## config.mk

```make
export PLATFORM = sky130hd
export DESIGN_NAME = pli_divider
export DESIGN_NICKNAME = d
export VERILOG_FILES = /design/src/rtl/pli_pkg.sv /design/src/rtl/pli_divider.sv
export SDC_FILE = /design/constraint.sdc
export NUM_CORES = 1
export LEC_CHECK = 0
export BUFFER_PORTS_ARGS = -buffer_cell sky130_fd_sc_hd__buf_2
export CAP_MARGIN = 20
export CORE_UTILIZATION = 45
export DETAILED_ROUTE_END_ITERATION = 10
export PLACE_DENSITY = 0.68
export SLEW_MARGIN = 40
export SYNTH_ARGS = -nofsm -noshare
export SYNTH_HDL_FRONTEND = slang
export SYNTH_SLANG_ARGS = --single-unit
```

## constraint.sdc

```tcl
create_clock -name aclk -period 7.5 [get_ports aclk]
set_input_delay 0.75 -clock aclk [delete_from_list [all_inputs] [get_ports aclk]]
set_output_delay 0.75 -clock aclk [all_outputs]
set_load 0.05 [all_outputs]
```

## src/rtl/pli_pkg.sv

```systemverilog
// ----------------------------------------------------------------------------
// pli_pkg: shared types and constants of the piecewise linear interpolator
// Breakpoint record, operation and status codes, controller states and
// table and divider sizes.
// ----------------------------------------------------------------------------
package pli_pkg;

    localparam int TABLE_DEPTH = 64;
    localparam int CNT_W       = $clog2(TABLE_DEPTH + 1);
    localparam int DIV_STEPS   = 64;
    localparam int DIV_CNT_W   = $clog2(DIV_STEPS);

    typedef enum logic [1:0] {
        OP_CLEAR = 2'd0,
        OP_LOAD  = 2'd1,
        OP_QUERY = 2'd2,
        OP_NONE  = 2'd3
    } op_t;

    typedef enum logic [2:0] {
        STAT_OK    = 3'd0,
        STAT_DUP   = 3'd1,
        STAT_FULL  = 3'd2,
        STAT_BADX  = 3'd3,
        STAT_EMPTY = 3'd4
    } status_t;

    typedef enum logic [3:0] {
        S_IDLE,
        S_EXEC,
        S_CALC,
        S_MUL0,
        S_MUL1,
        S_SUM,
        S_DIV_START,
        S_DIV_WAIT,
        S_DONE
    } state_t;

    // One breakpoint
    typedef struct packed {
        logic               yd;
        logic signed [31:0] y;
        logic signed [31:0] x;
    } point_t;

    // Control from the sequencer to one cell
    typedef struct packed {
        logic load;
        logic valid;
    } cell_ctrl_t;

    // Compare results of one cell against the key
    typedef struct packed {
        logic ins;
        logic ge;
        logic eq;
    } cell_flags_t;

endpackage

```

## src/rtl/pli_divider.sv

```systemverilog
// ----------------------------------------------------------------------------
// pli_divider: serial signed divider
// Divides a signed 64-bit numerator by a positive 33-bit denominator, one
// quotient bit per cycle, truncating toward zero.
// ----------------------------------------------------------------------------
module pli_divider
    import pli_pkg::*;
(
    input  logic               aclk,
    input  logic               aresetn,
    input  logic               start,
    input  logic signed [63:0] num,
    input  logic        [32:0] den,
    output logic               done,
    output logic signed [31:0] quo
);

    logic                 busy_reg;
    logic                 done_reg;
    logic                 neg_reg;
    logic [63:0]          work_reg;
    logic [33:0]          rem_reg;
    logic [32:0]          den_reg;
    logic [DIV_CNT_W-1:0] cnt_reg;
    logic [33:0]          rem_sh;
    logic [34:0]          diff;
    logic                 fits;

    // One restoring step
    always_comb begin
        rem_sh = {rem_reg[32:0], work_reg[63]};
        diff   = {1'b0, rem_sh} - {2'b00, den_reg};
        fits   = !diff[34];
    end

    // Control
    always_ff @(posedge aclk) begin
        if (!aresetn) begin
            busy_reg <= 1'b0;
            done_reg <= 1'b0;
            cnt_reg  <= '0;
        end else begin
            done_reg <= 1'b0;
            if (start && !busy_reg) begin
                busy_reg <= 1'b1;
                cnt_reg  <= '0;
            end else if (busy_reg) begin
                cnt_reg <= cnt_reg + 1'b1;
                if (cnt_reg == DIV_CNT_W'(DIV_STEPS - 1)) begin
                    busy_reg <= 1'b0;
                    done_reg <= 1'b1;
                end
            end
        end
    end

    // Datapath: quotient bits shift in as dividend bits shift out
    always_ff @(posedge aclk) begin
        if (start && !busy_reg) begin
            neg_reg  <= num[63];
            work_reg <= num[63] ? 64'(-num) : num;
            rem_reg  <= '0;
            den_reg  <= den;
        end else if (busy_reg) begin
            rem_reg  <= fits ? diff[33:0] : rem_sh;
            work_reg <= {work_reg[62:0], fits};
        end
    end

    assign done = done_reg;
    assign quo  = neg_reg ? -$signed(work_reg[31:0]) : $signed(work_reg[31:0]);

endmodule

```

# [Word level (Yosys, flattened, before mapping)]
# Index checks and enable logic that the tools add are counted.
[word_totals] out_inout_bits=33 in_bits=100 wordCells=29 ff_bits=139
[classes] n_mux=9 eq_ne=1 bitwise_logic=2 n_reduce_logical=6 add_sub_neg=4
[ops] op="64-bit two-way mux" count=3
[ops] op="64-bit negator" count=1
[ops] op="34-bit by 33-bit subtractor with 35-bit output" count=1
[ops] op="33-bit two-way mux" count=1
[ops] op="32-bit two-way mux" count=1
[ops] op="32-bit negator" count=1
[ops] op="6-bit by 1-bit adder with 6-bit output (second input constant)" count=1
[ops] op="6-bit == test (second input constant)" count=1
[ops] op="1-bit two-way mux" count=4
[ops] op="3-bit OR reduction" count=1
[ops] op="1-bit zero test" count=2
[ops] op="1-bit NOT" count=2
[ops] op="2-bit nonzero test" count=1
[ops] op="2-bit OR reduction" count=1
[ops] op="1-bit logical AND" count=1

# [Depth between registers and ports, before layout]
[logic_depth] ltp_word=4 mapped_depth=14 ltp_nobuf=13

# [Worst setup path before layout]
# OpenSTA, ideal clock, no wires.
[synth_path] path_type="register to output" start="register work_reg[5]" end="output quo[28]" t_required_ns=6.750 stages_incl_launch_ff=10 slack_ns=3.679 path_buffers=0 arrival_ns=3.071 cell_sequence="edfxtp_1 nor4_2 nand2_1 or4_1 nand2b_1 or4_4 or3_4 nand2b_1 o21ai_1 xnor2_1"
[synth_between] elab_chain_cells=2
[synth_rtl] item="start: declaration" line="pli_divider.sv:21" text="logic [63:0] work_reg;"
[synth_rtl] item="start signal: assignment" line="pli_divider.sv:61" text="work_reg <= num[63] ? 64'(-num) : num;"
[synth_rtl] item="start signal: assignment" line="pli_divider.sv:66" text="work_reg <= {work_reg[62:0], fits};"
[synth_rtl] item="32-bit negator" line="pli_divider.sv:71" text="assign quo = neg_reg ? -$signed(work_reg[31:0]) : $signed(work_reg[31:0]);"
[synth_rtl] item="32-bit two-way mux" line="pli_divider.sv:71"
[synth_rtl] item="end: declaration" line="pli_divider.sv:15" text="output logic signed [31:0] quo"
# No other way between the ends.

# [Worst setup path in the final report]
[layout_path] start="register work_reg[4]" end="output quo[30]"
# Same word-level chain as after synthesis.

==> flow_metrics.env <==
export IMPL_final_max_slew_viol_count=0
export IMPL_cts_tree="yes"
export IMPL_vias=7744
export IMPL_worstPathMaxFanout=4
export IMPL_die_x_um=145
export IMPL_fin_ws_ns=3.06
export IMPL_drt_iter0_markers=430
export IMPL_die_y_um=145
export IMPL_grt_max_degree=128
export IMPL_fin_skew_ns=0.00827
export IMPL_wl_mm=21.4
export IMPL_grt_ovfl_total=0
export IMPL_die_area_um2=20900
export IMPL_rrSetupSlack_ns=3.59
export IMPL_worstHoldPathCells=2
export IMPL_hold_ws_ns=0.477
export IMPL_status="completed"
export IMPL_synth_top_cells_by_area="edfxtp_1, dfxtp_1, xor2_1"
export IMPL_post_cts_buffers=0
export IMPL_cts_sinks=139
export IMPL_startpoint_type="register"
export IMPL_dp_cells=1371
export IMPL_first_global_vias=7047
export IMPL_finalHoldViolCount=0
export IMPL_syn_avg_cell_area_um2=9.04
export IMPL_dr_pass1_iters=5
export IMPL_path_class="reg -> out"
export IMPL_htreeDepth=4
export IMPL_cts_clk_slew_worst_paths_ns=0.06
export IMPL_ff2ff_path_depth=11
export IMPL_r2r_start="den_reg[27]"
export IMPL_ys_flop_type="edfxtp_1"
export IMPL_drive_gt1_share_pct=17.1
export IMPL_placementRows=51
export IMPL_clk_latency_ns=0.42
export IMPL_postSynth_asyncResetShare_pct=0
export IMPL_dp_hpwl_mm=15.6
export IMPL_grt_usage_pct=21.1
export IMPL_maxSlewHeadroom_pct=47.2
export IMPL_area_growth_pct=16.7
export IMPL_largest_reg_flops=64
export IMPL_p_leak_nw=4.32
export IMPL_final_common_cell="nand2_1"
export IMPL_power_density_nw_per_um2=305
export IMPL_final_fill_count=1851
export IMPL_worst_pin_slew_ns=0.792
export IMPL_ys_ff_latch=139
export IMPL_ctsResizeCount=0
export IMPL_cts_max_path_buffers=2
export IMPL_fmax_ghz=0.225
export IMPL_r2r_end="rem_reg[25]"
export IMPL_initial_utilization_pct=46.4
export IMPL_synth_cells=1012
export IMPL_vias_per_cell=5.52
export IMPL_arrival_ns=3.69
export IMPL_synth_distinct_cells=61
export IMPL_syn_area_um2=9150
export IMPL_root_buffer="clkbuf_16"
export IMPL_ant_nets=0
export IMPL_place_gp_congestion=0.919
export IMPL_rsz0062_at_grt="false"
export IMPL_port_buffers=132
export IMPL_worstPathRequired_ns=6.75
export IMPL_grt_pass1_wl_mm=34.3
export IMPL_post_place_ws_ns=3.53
export IMPL_nets=1262
export IMPL_seq_area_frac_synth_pct=41.1
export IMPL_synth_edf_count=98
export IMPL_peakVddDrop_v=0.000140
export IMPL_setup_tns_ns=0
export IMPL_yosysTopAreaCell="edfxtp_1"
export IMPL_core_area_um2=19700
export IMPL_synth_top_area_share_pct=32.2
export IMPL_holdCritPathClass="reg -> reg"
export IMPL_mostFrequentLayoutCells="nand2_1, buf_2, o21ai_0"
export IMPL_instances_no_fill=1404
export IMPL_min_period_over_period_pct=59.1
export IMPL_hold_buffers=0
export IMPL_ios=133
export IMPL_synth_nets=1149
export IMPL_setup_viol=0
export IMPL_drcViolationCount=0
export IMPL_drv_cap=0
export IMPL_antenna_found_initial=5
export IMPL_numCtsBuffers=17
export IMPL_yosys_warnings=0
export IMPL_fin_crit_ns=4.44
export IMPL_hold_path_end="rem_reg[26]"
export IMPL_min_delay_start="rem_reg[26]"
export IMPL_wire_per_inst_um=15.3
export IMPL_worst_setup_path_end_kind="output pin"
layout make-up:
cell class | count | area [um2] | share of cell area (%)
Multi-Input combinational cell | 779 | 5030 | 47.1
Sequential cell | 139 | 3760 | 35.3
Timing Repair Buffer | 140 | 734 | 6.88
Clock buffer | 21 | 460 | 4.31
Tap cell | 265 | 332 | 3.11
Inverter | 48 | 180 | 1.69
Clock inverter | 11 | 169 | 1.58
Antenna cell | 1 | 2.50 | 0.0234
cell usage after synthesis, types with 6 or more instances:
library cell  instances
a22o_1               16
o41ai_1              12
nor4_1                6
nand4_1               8
a32oi_1              11
mux2i_1               8
xor2_1               72
nand3_1              10
ha_1                 36
or4_4                 6
a21o_1                8
dfxtp_1              41
clkbuf_1             36
or3_1                14
nor2b_1               6
edfxtp_1             98
o21ai_0             109
nor2_1               42
a21oi_1              33
nor3_1               23
nand2b_1             13
xnor2_1              48
inv_1                48
a211oi_1              9
nand2_1             161
o21ai_1              30
o31ai_1              29
o21a_1                9
or4_1                 9
worst max path at each step:
stage,start,end,slack [ns]
2_1_floorplan,work_reg[5],quo[28],3.68
3_3_place_gp,work_reg[5],quo[28],3.54
3_5_place_dp,work_reg[3],quo[28],3.53
4_1_cts,work_reg[4],quo[30],3.04
5_1_grt,work_reg[3],quo[30],2.81
6_report,work_reg[4],quo[30],3.06
where the power goes:
group	total, mW	switching [mW]	internal, mW
logic	1.27	0.787	0.485
clock network	0.893	0.319	0.574
registers	1.10	0.113	0.982
per-stage QoR:
| stage | power (mW) | util (%) | cell area [um2] |
|---|---|---|---|
| after floorplan | 2.07 | - | 9150 |
| after global placement | 2.34 | 50.8 | 10000 |
| after detailed placement | 2.36 | 50.9 | 10000 |
| after CTS | 3.27 | 54.1 | 10700 |
| after global routing | 3.47 | 54.1 | 10700 |
| final | 3.26 | 54.1 | 10700 |
metal layers:
layer  track usage [%]  up-vias  wire (um)
met2              33.8      203      10000
li1                  -     3905          -
met3              5.33       31       1200
met5                 0        -         32
met4              5.54        6        252
met1              28.2     3599       9930
worst max-delay path: stages, from the launching register on:
cell,delay (ns)
edfxtp_1,0.44
nor4_2,0.30
nand2_1,0.12
or4_1,0.52
nand2b_1,0.21
or4_4,0.47
or3_4,0.40
nand2b_1,0.17
o21ai_1,0.19
xnor2_1,0.15
buf_2,0.29
cells by family after synthesis:
group / share of synthesized area, %
simple gates: 17.2
compound gates: 20.2
flops: 41.1
xor+xnor: 11.5
buf+inv: 3.97
fa+ha+maj: 5.14
mux: 0.875
(Power assumes the default switching activity.)
