<file path="src/rtl/pli_pkg.sv">
// ----------------------------------------------------------------------------
// pli_pkg: shared types and constants of the piecewise linear interpolator
// Breakpoint record, operation and status codes, controller states and
// table and divider sizes.
// ----------------------------------------------------------------------------
package pli_pkg;

    localparam int TABLE_DEPTH = 64;
    localparam int CNT_W       = $clog2(TABLE_DEPTH + 1);
    localparam int DIV_STEPS   = 64;
    localparam int DIV_CNT_W   = $clog2(DIV_STEPS);

    typedef enum logic [1:0] {
        OP_CLEAR = 2'd0,
        OP_LOAD  = 2'd1,
        OP_QUERY = 2'd2,
        OP_NONE  = 2'd3
    } op_t;

    typedef enum logic [2:0] {
        STAT_OK    = 3'd0,
        STAT_DUP   = 3'd1,
        STAT_FULL  = 3'd2,
        STAT_BADX  = 3'd3,
        STAT_EMPTY = 3'd4
    } status_t;

    typedef enum logic [3:0] {
        S_IDLE,
        S_EXEC,
        S_CALC,
        S_MUL0,
        S_MUL1,
        S_SUM,
        S_DIV_START,
        S_DIV_WAIT,
        S_DONE
    } state_t;

    // One breakpoint
    typedef struct packed {
        logic               yd;
        logic signed [31:0] y;
        logic signed [31:0] x;
    } point_t;

    // Control from the sequencer to one cell
    typedef struct packed {
        logic load;
        logic valid;
    } cell_ctrl_t;

    // Compare results of one cell against the key
    typedef struct packed {
        logic ins;
        logic ge;
        logic eq;
    } cell_flags_t;

endpackage

</file>
<file path="src/rtl/pli_cell.sv">
// ----------------------------------------------------------------------------
// pli_cell: one slot of the sorted breakpoint chain
// Holds one breakpoint, compares it with the key and on an insert either
// keeps it, takes its left neighbor's point or takes the new point.
// ----------------------------------------------------------------------------
module pli_cell
    import pli_pkg::*;
(
    input  logic               aclk,
    input  cell_ctrl_t         ctrl,
    input  logic signed [31:0] key,
    input  point_t             new_pt,
    input  point_t             left_pt,
    input  logic               left_ins,
    output point_t             pt,
    output cell_flags_t        flags
);

    point_t pt_reg;

    // Compare the held point with the key; an empty slot always takes part
    always_comb begin
        flags.ins = !ctrl.valid || (pt_reg.x > key);
        flags.ge  = ctrl.valid && (pt_reg.x >= key);
        flags.eq  = ctrl.valid && (pt_reg.x == key);
    end

    // Shift right on insert: take the neighbor if it moves too, else the new point
    always_ff @(posedge aclk) begin
        if (ctrl.load && flags.ins) begin
            pt_reg <= left_ins ? left_pt : new_pt;
        end
    end

    assign pt = pt_reg;

endmodule

</file>
<file path="config.mk">
export PLATFORM = sky130hd
export DESIGN_NAME = pli_cell
export DESIGN_NICKNAME = d
export VERILOG_FILES = /design/src/rtl/pli_pkg.sv /design/src/rtl/pli_cell.sv
export SDC_FILE = /design/constraint.sdc
export NUM_CORES = 1
export LEC_CHECK = 0
export ABC_AREA = 0
export BUFFER_PORTS_ARGS = -buffer_cell sky130_fd_sc_hd__buf_2
export CORE_MARGIN = 5
export CORE_UTILIZATION = 47
export CTS_BUF_LIST = sky130_fd_sc_hd__clkbuf_4
export DETAILED_ROUTE_END_ITERATION = 8
export PLACE_DENSITY = 0.88
export SYNTH_ARGS = -nofsm -noshare
export SYNTH_HDL_FRONTEND = slang
export SYNTH_SLANG_ARGS = --single-unit
</file>
<file path="constraint.sdc">
create_clock -name aclk -period 12.01 [get_ports aclk]
set_input_delay 1.201 -clock aclk [delete_from_list [all_inputs] [get_ports aclk]]
set_output_delay 1.201 -clock aclk [all_outputs]
set_load 0.05 [all_outputs]
</file>
# After elaboration in Yosys (flattened, before gate mapping)
# Cells that the tools add are included.
# W data, S select, Z words.
[totals] ff_bits=65 latchBits=0 ramBits=0 rom_bits=0 inputBits=166 output_inout_bits=68 elab_cells=12 mem_count=0
[classes] addsub=0 n_mul=0 div_mod_pow=0 n_lt_le_gt_ge=2 n_eq_ne=1 n_shift=0 n_mux=1 n_bitwise=0 reduce_logical=5
[op_table] operator="$mux W65" count=1
[op_table] operator="$eq A32 B32 Y1" count=1
[op_table] operator="$ge A32 B32 Y1" count=1
[op_table] operator="$gt A32 B32 Y1" count=1
[op_table] operator="$logic_and A1 B1 Y1" count=3
[op_table] operator="$logic_not A1 Y1" count=1
[op_table] operator="$logic_or A1 B1 Y1" count=1

# Logic depth before layout (Yosys ltp)
# Gate-level depths: netlist (run 1).
[depth] ltp_word=3 depth_mapped=8 mapped_depth_nobuf=8

# Least setup slack after synthesis (run 1)
# Ideal clock, no wire load.
[synth_path] kind="in2reg" from="input port key[14]" to="register pt_reg (netlist bit pt[0]) (enable)" setup_time_ns=0.542 t_arrival_ns=6.458 required_time_ns=11.468 setup_slack_ns=5.011 stages=8 path_cell_list="inv_1 ha_1 nand4_2 nor4_2 a21boi_2 o311ai_1 nor3b_2 a2111oi_2"
[synth_between] elab_chain_len=3
[synth_rtl] element="start, declared" line="pli_cell.sv:11" rtl="input logic signed [31:0] key,"
[synth_rtl] element="$gt A32 B32 Y1" line="pli_cell.sv:23" rtl="flags.ins = !ctrl.valid || (pt_reg.x > key);"
[synth_rtl] element="$logic_or A1 B1 Y1" line="pli_cell.sv:23"
[synth_rtl] element="$logic_and A1 B1 Y1" line="pli_cell.sv:30" rtl="if (ctrl.load && flags.ins) begin"
[synth_rtl] element="end signal, assigned" line="pli_cell.sv:31" rtl="pt_reg <= left_ins ? left_pt : new_pt;"
[synth_rtl] element="end, declared" line="pli_cell.sv:19" rtl="point_t pt_reg;"
# Every way passes these cells.
# A chain may end at the register's enable or synchronous reset.

==> summary.txt, run 1 <==
Outcome
  • Status: finished clean

Place
  • Count of input and output buffers: ~230
  • Placed Cells: a little under 600
  • Placement Cell Area: 0.00494 mm²
  • RePlAce Congestion: 0.832
  • HPWL after DPL: around 8100 µm

Detailed routing
  • WL/cell: about 16 µm
  • Initial DRC count: 102
  • Vias post-DR: ~3000
  • Met2 WL post-DR: roughly 5400 µm
  • Vias per inst: 4.96
  • Met3 wire length: between 800 and 900 µm
  • ANT nets after route: 0
  • Pre-Repair DR Iteration Count: 5
  • WL met1: 3360 µm
  • DRC Markers: 0
  • Routed WL: 9830 µm
  • Uppermost layer routed: met4

Cells and area
  • Filler cell count: 586
  • Cell area after layout: ~0.0051 mm²
  • Nets: around 700
  • Sequential Area: approximately 0.0020 mm²
  • Multi-input gate area: 0.00155 mm²
  • Max FFs per register: 65
  • Cell Count, Final, Fillers Out: 610
  • Layout cell share with drive strength beyond 1: 0.638
  • Antenna Cells: 0
  • Area grow syn2layout: 39.2%

Floorplanning
  • Die width: approximately 100 µm
  • # rows: 32
  • Ports: ~230
  • Die Ht: approximately 98 µm
  • Die area: roughly 0.0096 mm²
  • Core area: about 0.0076 mm²
  • Starting Density: 0.476

Clocking
  • CTS clk-pin slew, worst paths: about 120 ps
  • Hold_buf cts: 0
  • Root buf cell: clkbuf_4
  • Clock buffer depth: 2
  • Num Clock Sinks: 65
  • Post-CTS Repair Setup Buffers: 0
  • Clk Latency, worst-skew pair: around 400 ps
  • Max H-tree Level: 3
  • Clock buffer count from CTS: 9
  • CTS tree: yes
  • Post_cts resized: 0

Run
  • Maxcap violations: 0

Yosys
  • Simple-Gate Fraction of Synth Area: 0.0598
  • Multiplexer area fraction after synthesis: 0.201
  • Post-synth EDFFs: between 60 and 70
  • Synth Area in Compound Gates: 0.0522
  • Yosys cell types: 32
  • Post-Synth Adder-Cell Area: 0.110
  • Synth cell count leaders: edfxtp_1, mux2_2, inv_1
  • Avg Inst Size Synth: around 14 µm²
  • Synth Register Bits: 65
  • Ys flop type: edfxtp_1
  • Syn Nets: 462
  • Synthesized area: around 0.0036 mm²
  • Synth Area in XOR/XNOR: 0
  • Main combinational cell family by area after synthesis: multiplexers
  • Seq/Total Area, Yosys: 0.536
  • Ys Warns: 0
  • Top post-synthesis cells by area: edfxtp_1, mux2_2, ha_1
  • Post-synth top area cell: edfxtp_1
  • FFs w/ async S/R, synth: 0
  • Top cell type's share of synthesized area: 0.536
  • Cells after Synth: around 260

Global route
  • First-pass GRT wire length: between 15000 and 20000 µm
  • Largest net degree at the start of global routing: 66
  • Tot GR Track Use: 0.199
  • Number of global-route vias before repair: 3324
  • GRT Residual Overflow: 0
  • Antenna violations before repair: 0

Power and ir drop
  • Net Sw Frac: 0.352
  • Max IR drop VDD: a little over 0.09 mV
  • Total power: 632 µW
  • Pwr/cell area: ~120 mW/mm²
  • Leakage dissipation: 0.00242 µW
  • Clock Power Share: 0.229
  • Sequential power share: 0.454
  • Switching pwr: between 200 and 250 µW
  • Comb pwr share: 0.317
  • Total internal power: 409 µW

Hold path
  • Hold crit path type: in2reg
  • Hold path depth: 2

Worst setup path
  • CP Cell Sequence: buf_2 -> inv_1 -> ha_1 -> a21oi_1 -> nand2_1 -> a221o_1 -> o311ai_1 -> nor3b_2 -> a211oi_1 -> buf_2
  • Crit-path max cell delay: slightly below 400 ps
  • Nature of the critical path startpoint: input port
  • Data arrival time of the worst path: about 3300 ps
  • CP endpoint kind: output pin
  • Crit path kind: in2out
  • CP dominant cell by count: buf_2
  • CP max-delay cell: o311ai_1
  • CP max FO: 3
  • Worst R2R Path Depth: 8
  • Critical Path RT: approximately 11000 ps

Timing
  • Fin. max-slew vios: 0
  • Min Tclk post-route: 4470 ps
  • WHS: 1100 ps
  • Fin. Hold Viols: 0
  • Clk_skew: around 16 ps
  • TNS Setup: 0 ps
  • Worst Tran Pin Value: 834 ps
  • Rel. slew slack: 0.444
  • Final period utilization: 0.372
  • RSZ-0062 raised after global routing: false
  • Final setup vio count: 0
  • Fmax: about 0.22 GHz
cell type report:
class                      instances  area share
clock buffer                      10      0.0148
timing repair buffer             235       0.233
multi-input combinational        159       0.306
sequential                        65       0.385
tap                              102      0.0252
clock inverter                     6      0.0116
inverter                          33      0.0244
worst max-delay path, delay by kind of cell:
kind | cells | cell delay (ps)
and+or+nand+nor | 2 | 420
buffers and inverters | 3 | 340
AOI/OAI and AO/OA | 4 | 980
adders and majority gates | 1 | 320
stage by stage:
step	worst slack (ps)	utilization
after global routing	7410	0.663
after global placement	7650	0.646
after CTS	7560	0.663
after floorplan	5010	-
after detailed placement	7570	0.646
final	7540	0.663
logic make-up (layout without fill, tap and decap cells):
| group | count (synthesis) | count (layout) |
|---|---|---|
| AOI/OAI and AO/OA | 28 | 28 |
| adders and majority gates | 32 | 32 |
| DFF | 65 | 65 |
| buffers and inverters | 40 | 284 |
| and+or+nand+nor | 34 | 34 |
| muxes | 65 | 65 |
cell usage in the layout, fill, tap and decap left out, types with 2 or more instances in the layout:
cell type and instances:
a211oi_1 2, a21oi_1 13, buf_2 233, buf_4 2, clkbuf_4 10, clkinv_2 2
clkinvlp_4 2, edfxtp_1 65, ha_1 32, inv_1 33, mux2_2 65, nand2_1 11
nand3_1 3, nand4_1 3, nand4_4 2, nor2_1 6, nor2b_1 2, o21ai_0 2
power by group through the flow:
stage / Sequential (µW) / Combinational (µW) / Clock [µW]
2_1_floorplan: 366 / 64.6 / 0
3_3_place_gp: 291 / 196 / 0
3_5_place_dp: 292 / 201 / 0
4_1_cts: 287 / 202 / 149
5_1_grt: 289 / 214 / 161
6_report: 287 / 200 / 145
worst paths after layout:
check,start,to,slack [ps]
setup reg to reg,pt[14],pt[31],8720
hold / removal,left_pt[49],pt[49],1100
hold reg to reg,pt[31],pt[3],1430
setup / recovery,key[14],flags[2],7540
routing by layer:
| layer | vias up | GRT usage |
|---|---|---|
| li1 | 1468 | - |
| met1 | 1409 | 0.198 |
| met2 | 136 | 0.376 |
| met3 | 12 | 0.0764 |
| met4 | 0 | 0.0660 |
| met5 | - | 0 |
Note: power is estimated with default switching activity, not from simulation.
==> inputs of run 2 (changes only) <==
Settings changed: ABC_AREA 0 to 1, CORE_UTILIZATION 47 to 40, PLACE_DENSITY 0.88 to 0.79.
Clock period 12.01 ns to 3.7 ns, I/O delays scaled along.
==> summary.txt, run 2 <==
Detailed routing
  • Vias post-DR: 3010 (-0.50%)
  • DRC Markers: 0 (unchanged)
  • Vias per inst: 4.62 (-6.9%)
  • Pre-Repair DR Iteration Count: 4 (-1)
  • Initial DRC count: 102 (unchanged)
  • WL/cell: 14.7 µm (-9.0%)
  • ANT nets after route: 0 (unchanged)
  • Routed WL: 9560 µm (-2.7%)

Worst setup path
  • CP max FO: 4 (+1)
  • CP Cell Sequence: ha_1 -> nand2_1 -> nor2_2 -> nand2_2 -> nor3_2 -> nand2_1 -> nand2_1 -> nand2_1 -> nand3_2 -> nand2_2 -> inv_1 -> buf_2
  • Crit-path leading delay family: simple AND/OR/NAND/NOR gates
  • Critical Path RT: 3330 ps (-7480 ps)
  • CP endpoint kind: output pin
  • CP max-delay cell: edfxtp_1
  • Crit-path max cell delay: 410 ps (+20 ps)
  • Critical path buffer and inverter count: 2 (-1)
  • Nature of the critical path startpoint: register
  • Crit path kind: reg2out
  • Data arrival time of the worst path: 2300 ps (-970 ps)
  • CP dominant cell by count: nand2_1

Cells and area
  • Nets: 734 (+4.7%)
  • Antenna Cells: 0 (unchanged)
  • Cell area after layout: 0.00511 mm² (+0.72%)
  • Max FFs per register: 65 (unchanged)
  • Layout cell share with drive strength beyond 1: 0.595 (-0.0426)
  • Commonest non-fill, non-tap cell in the layout: buf_2
  • Area grow syn2layout: 39.1% (about the same)
  • Most frequent cells in the layout: buf_2, mux2_2, edfxtp_1

Yosys
  • Cells after Synth: 297 (+13%)
  • Seq/Total Area, Yosys: 0.532 (-0.00420)
  • Synth cell count leaders: edfxtp_1, mux2_2, inv_1
  • Post-synth EDFFs: 65 (unchanged)
  • Top post-synthesis cells by area: edfxtp_1, mux2_2, ha_1
  • FFs w/ async S/R, synth: 0 (unchanged)
  • Avg Inst Size Synth: 12.4 µm² (-10%)
  • Top cell type's share of synthesized area: 0.532 (-0.00420)
  • Ys Warns: 0 (unchanged)
  • Synthesized area: 0.00367 mm² (+0.79%)
  • Syn Nets: 495 (+7.1%)
  • Post-synth top area cell: edfxtp_1
  • Ys flop type: edfxtp_1
  • Yosys cell types: 21 (-34%)
  • Synth Register Bits: 65 (unchanged)

Place
  • Placement Cell Area: 0.00497 mm² (+0.73%)
  • HPWL after DPL: 8000 µm (-0.99%)
  • RePlAce Congestion: 0.828 (-0.49%)
  • Count of input and output buffers: 233 (unchanged)

Outcome
  • Status: finished clean

Timing
  • RSZ-0062 raised after global routing: false
  • Fin. max-slew vios: 0 (unchanged)
  • Final period utilization: 0.721
  • Worst Tran Pin Value: 693 ps (-141 ps)
  • Fin. Hold Viols: 0 (unchanged)
  • Min Tclk post-route: 2670 ps
  • TNS Setup: 0 ps (unchanged)
  • Final setup vio count: 0 (unchanged)
  • Clk_skew: 15.2 ps (-0.726 ps)
  • Fmax: about 0.37 GHz
  • Rel. slew slack: 0.538 (+0.0938)

Global route
  • First-pass GRT wire length: 14400 µm (-4.9%)
  • Antenna violations before repair: 0 (unchanged)
  • Number of global-route vias before repair: 3116 (-6.3%)
  • Tot GR Track Use: 0.165 (-0.0342)
  • Largest net degree at the start of global routing: 66 (unchanged)
  • GRT Residual Overflow: 0 (unchanged)

Clocking
  • CTS tree: yes
  • Root buf cell: clkbuf_4
  • Num Clock Sinks: 65 (unchanged)
  • CTS clk-pin slew, worst paths: 110 ps (about the same)
  • Clock buffer depth: 2 (unchanged)
  • Max H-tree Level: 3 (unchanged)
  • Post_cts resized: 0 (unchanged)
  • Post-CTS Repair Setup Buffers: 0 (unchanged)
  • Clk Latency, worst-skew pair: 390 ps (about the same)
  • Clock buffer count from CTS: 9 (unchanged)
  • Hold_buf cts: 0 (unchanged)

Floorplanning
  • Die area: 0.0112 mm² (+16%)
  • Die Ht: 106 µm (+7.9%)
  • Starting Density: 0.403 (-0.0733)
  • Core area: 0.00911 mm² (+19%)
  • Ports: 234 (unchanged)
  • Die width: 106 µm (+7.9%)
  • # rows: 35 (+9.4%)

Power and ir drop
  • Max IR drop VDD: 0.212 mV (+130%)
  • Leakage dissipation: 0.00252 µW (+4.2%)
  • Pwr/cell area: 390 mW/mm² (+210%)

Run
  • Maxcap violations: 0 (unchanged)

Hold path
  • Hold crit path type: in2reg
[run 2: cell count changes after synthesis, sizes merged, moves of 2 or more]
cell,before,now
a211oi,2,0
nand2,11,42
o21a,0,2
inv,33,45
buf,0,7
o211ai,2,0
nand3,3,6
nor2,6,10
clkbuf,7,0
nand4,6,1
nor2b,2,0
[run 2: cell families after synthesis]
| group | share of synthesized area |
|---|---|
| compound gates | 0.0290 |
| fa+ha+maj | 0.109 |
| buf+inv | 0.0566 |
| flops | 0.532 |
| mux | 0.199 |
| simple gates | 0.0743 |
[run 2: final cells by class]
cell class	instances	area, µm²
multi-input combinational	179	1520
clock inverter	6	58.8
clock buffer	10	75.1
sequential	65	1950
inverter	46	173
tap	111	139
timing repair buffer	235	1190
fill	814	4000
[run 2: per-layer routing]
layer	track usage	vias up	routed length [µm]
li1	-	1527	-
met1	0.164	1349	3340
met2	0.319	128	5280
met3	0.0551	6	850
met4	0.0527	0	87
met5	0	-	0
[run 2: final timing paths]
check | startpoint | to | slack [ps] | cells past startpoint
worst max-delay path | pt[31] | flags[2] | 1030 | 12
worst min-delay path | left_pt[42] | pt[42] | 270 | 2
worst max register to register | pt[31] | pt[62] | 1320 | 12
worst min register to register | pt[31] | pt[15] | 1340 | 6
[run 2: worst reg2reg max path, delay by kind of cell, from the launching register on]
family                     cells  cell delay [ps]
adders and majority gates      1              350
buffers and inverters          1              320
DFF                            1              410
and+or+nand+nor               10              950
[run 2: power breakdown]
part / total (µW) / leakage (µW) / switching (µW) / internal, µW
combinational: 613 / 0.00183 / 404 / 209
sequential: 919 / 0.000622 / 24.2 / 895
clock: 460 / 0.0000698 / 251 / 209
total: 1990 / 0.00252 / 679 / 1310
[run 2: through the flow]
stage | total power, µW | hold slack [ps] | utilization | setup WS, ps | instances
after global routing | 2100 | 238 | 0.561 | 773 | 652
after global placement | 1540 | 671 | 0.546 | 1310 | 636
final | 1990 | 273 | 0.561 | 1030 | 652
after CTS | 2020 | 235 | 0.561 | 991 | 652
after detailed placement | 1560 | 674 | 0.546 | 1260 | 636
after floorplan | 1350 | 590 | - | 416 | 297
==> inputs of run 3 (changes only) <==
Settings changed: ABC_AREA 1 to 0, CORE_UTILIZATION 40 to 44, PLACE_DENSITY 0.79 to 0.83.
Clock period 3.7 ns to 2.67 ns, I/O delays scaled along.
==> summary.txt, run 3 (same netlist as run 1, synthesis figures left out) <==
Power and ir drop
  • Net Sw Frac: 0.346 (+0.00464)
  • Pwr/cell area: 559 mW/mm² (+43%)
  • Leakage dissipation: 0.00259 µW (+2.6%)
  • Comb pwr share: 0.342 (+0.034)
  • Max IR drop VDD: 0.350 mV (+65%)
  • Sequential power share: 0.415 (-0.046)
  • Total internal power: 2040 µW (+55%)
  • Clock Power Share: 0.242 (+0.011)
  • Switching pwr: 1080 µW (+59%)

Floorplanning
  • Core area: 0.00813 mm² (-11%)
  • Die area: 0.0102 mm² (-8.9%)
  • Die width: 101 µm (-4.6%)
  • Die Ht: 101 µm (-4.6%)
  • # rows: 33 (-5.7%)
  • Ports: 234 (unchanged)
  • Starting Density: 0.448 (+0.0448)

Worst setup path
  • CP max-delay cell: edfxtp_1
  • Worst r2r src: pt[14]
  • CP Cell Sequence: ha_4 -> nand4_4 -> nor4_4 -> a21boi_2 -> o311ai_2 -> nor3b_4 -> buf_4 -> a2111oi_4 -> buf_6 -> buf_12 -> buf_16
  • Critical path buffer and inverter count: 4 (+2)
  • CP max FO: 8 (+4)
  • R2R setup slack: -150 ps (-1470 ps)
  • R2r endpoint: pt[28]
  • Worst R2R Path Depth: 11 (-1)
  • Nature of the critical path startpoint: register
  • CP endpoint kind: register
  • Data arrival time of the worst path: 2950 ps (+650 ps)
  • Critical Path RT: 2800 ps (-530 ps)
  • Crit path kind: reg2reg
  • Crit-path leading delay family: buffers and inverters
  • Critical Path Sink: pt[28]
  • Worst path depth: 11 (-1)
  • Crit path launch: pt[14]
  • Crit-path max cell delay: 450 ps (+40 ps)

Cells and area
  • Cell Count, Final, Fillers Out: 632 (-3.1%)
  • Max FFs per register: 65 (unchanged)
  • Cell area after layout: 0.00558 mm² (+9.2%)
  • Commonest non-fill, non-tap cell in the layout: buf_2
  • Filler cell count: 593 (-27%)
  • Most frequent cells in the layout: buf_2, mux2_2, edfxtp_1
  • Nets: 720 (-1.9%)
  • Layout cell share with drive strength beyond 1: 0.689 (+0.0936)
  • Antenna Cells: 0 (unchanged)
  • Area grow syn2layout: 53.1%

Global route
  • Tot GR Track Use: 0.198 (+0.0333)
  • GRT Residual Overflow: 0 (unchanged)
  • Largest net degree at the start of global routing: 29 (-56%)
  • Antenna violations before repair: 0 (unchanged)
  • First-pass GRT wire length: 15500 µm (+7.5%)
  • Number of global-route vias before repair: 3340 (+7.2%)

Run
  • Maxcap violations: 0 (unchanged)

Timing
  • Fin. Hold Viols: 0 (unchanged)
  • Clk_skew: 25.0 ps (+9.83 ps)
  • Worst setup margin: -154 ps (-1190 ps)
  • Final period utilization: 1.06
  • Final setup vio count: 67 (+67)
  • TNS Setup: -7020 ps (-7020 ps)
  • Min Tclk post-route: ~2800 ps
  • Worst Tran Pin Value: 515 ps (-178 ps)
  • RSZ-0062 raised after global routing: true
  • Fin. max-slew vios: 0 (unchanged)
  • WHS: 155 ps (-117 ps)
  • Fmax: ~0.35 GHz
  • Rel. slew slack: 0.657 (+0.119)

Outcome
  • Failing checks: setup timing
  • Status: complete, but fails checks

Detailed routing
  • Initial DRC count: 92 (-9.8%)
  • Vias post-DR: 3171 (+5.3%)
  • Routed WL: 10900 µm (+14%)
  • DRC Markers: 0 (unchanged)
  • Vias per inst: 5.02 (+8.7%)
  • Pre-Repair DR Iteration Count: 4 (unchanged)
  • WL/cell: 17.3 µm (+18%)
  • ANT nets after route: 0 (unchanged)

Clocking
  • Num Clock Sinks: 65 (unchanged)
  • Hold_buf cts: 0 (unchanged)
  • Clock buffer depth: 2 (unchanged)
  • CTS clk-pin slew, worst paths: 120 ps (about the same)
  • Clock buffer count from CTS: 9 (unchanged)
  • Root buf cell: clkbuf_4
  • Clk Latency, worst-skew pair: 400 ps (about the same)
  • Max H-tree Level: 3 (unchanged)
  • CTS tree: yes

Place
  • Placement Cell Area: 0.00507 mm² (+1.9%)
  • HPWL after DPL: 8340 µm (+4.3%)
  • RePlAce Congestion: 0.795 (-4.0%)
  • Placed Cells: 602 (-5.3%)
  • Count of input and output buffers: 233 (unchanged)
  • Place WS: -64.7 ps (-1330 ps)

Hold path
  • Hold crit path type: in2reg
## run 3: cell types whose count changed in the layout (fill, tap and decap cells not counted), moves of 3 or more
cell       previous run  this run
buf_6                 0         5
a21oi_2               1         4
ha_4                  0        10
a21oi_1              13         9
clkbuf_16             0         3
nand2_1              40        10
nand4_4               0         3
ha_1                 32        22
inv_1                45        33
buf_2               233       230
nor2_1                8         5
buf_4                 1        11
## run 3: worst min path at each step
stage / start / end / slack, ps / cells after the start
2_1_floorplan: new_pt[0] / pt[0] / 490 / 1
5_1_grt: left_pt[8] / pt[8] / 120 / 2
3_3_place_gp: new_pt[24] / pt[24] / 570 / 2
6_report: new_pt[62] / pt[62] / 160 / 2
4_1_cts: new_pt[62] / pt[62] / 130 / 2
3_5_place_dp: left_pt[58] / pt[58] / 570 / 2
## run 3: power groups by stage
| stage | registers (µW) | logic, µW | clock network, µW |
|---|---|---|---|
| 6_report | 1290 | 1070 | 756 |
| 5_1_grt | 1310 | 1130 | 828 |
| 4_1_cts | 1290 | 983 | 768 |
| 3_5_place_dp | 1320 | 945 | 0 |
| 3_3_place_gp | 1310 | 922 | 0 |
| 2_1_floorplan | 1640 | 305 | 0 |
## run 3: timing repair
item | CTS | global route
gates resized for setup | 8 | 20
endpoints found under the setup margin | 67 | 67
pin swaps | 3 | 6
cloned | 1 | 5
setup buffers | 2 | 6
## run 3: final cells by class
type                            instances  area (µm²)  share of cell area
Multi-Input combinational cell        159        1740               0.312
Clock buffer                            9        67.6              0.0121
Sequential cell                        65        1950               0.350
Clock inverter                          7        95.1              0.0171
Timing Repair Buffer                  254        1470               0.263
Inverter                               33         124              0.0222
Tap cell                              105         131              0.0236
## run 3: per-stage QoR
| stage | power [µW] | utilization |
|---|---|---|
| after floorplan | 1950 | - |
| after global placement | 2230 | 0.623 |
| after detailed placement | 2260 | 0.623 |
| after CTS | 3040 | 0.654 |
| after global routing | 3270 | 0.686 |
| final | 3120 | 0.686 |
## run 3: per-layer routing
metal  global-route usage  part of all wire
met5                    0                 0
met4               0.0726             0.024
met3               0.0706             0.099
met1                0.207              0.35
met2                0.364              0.53
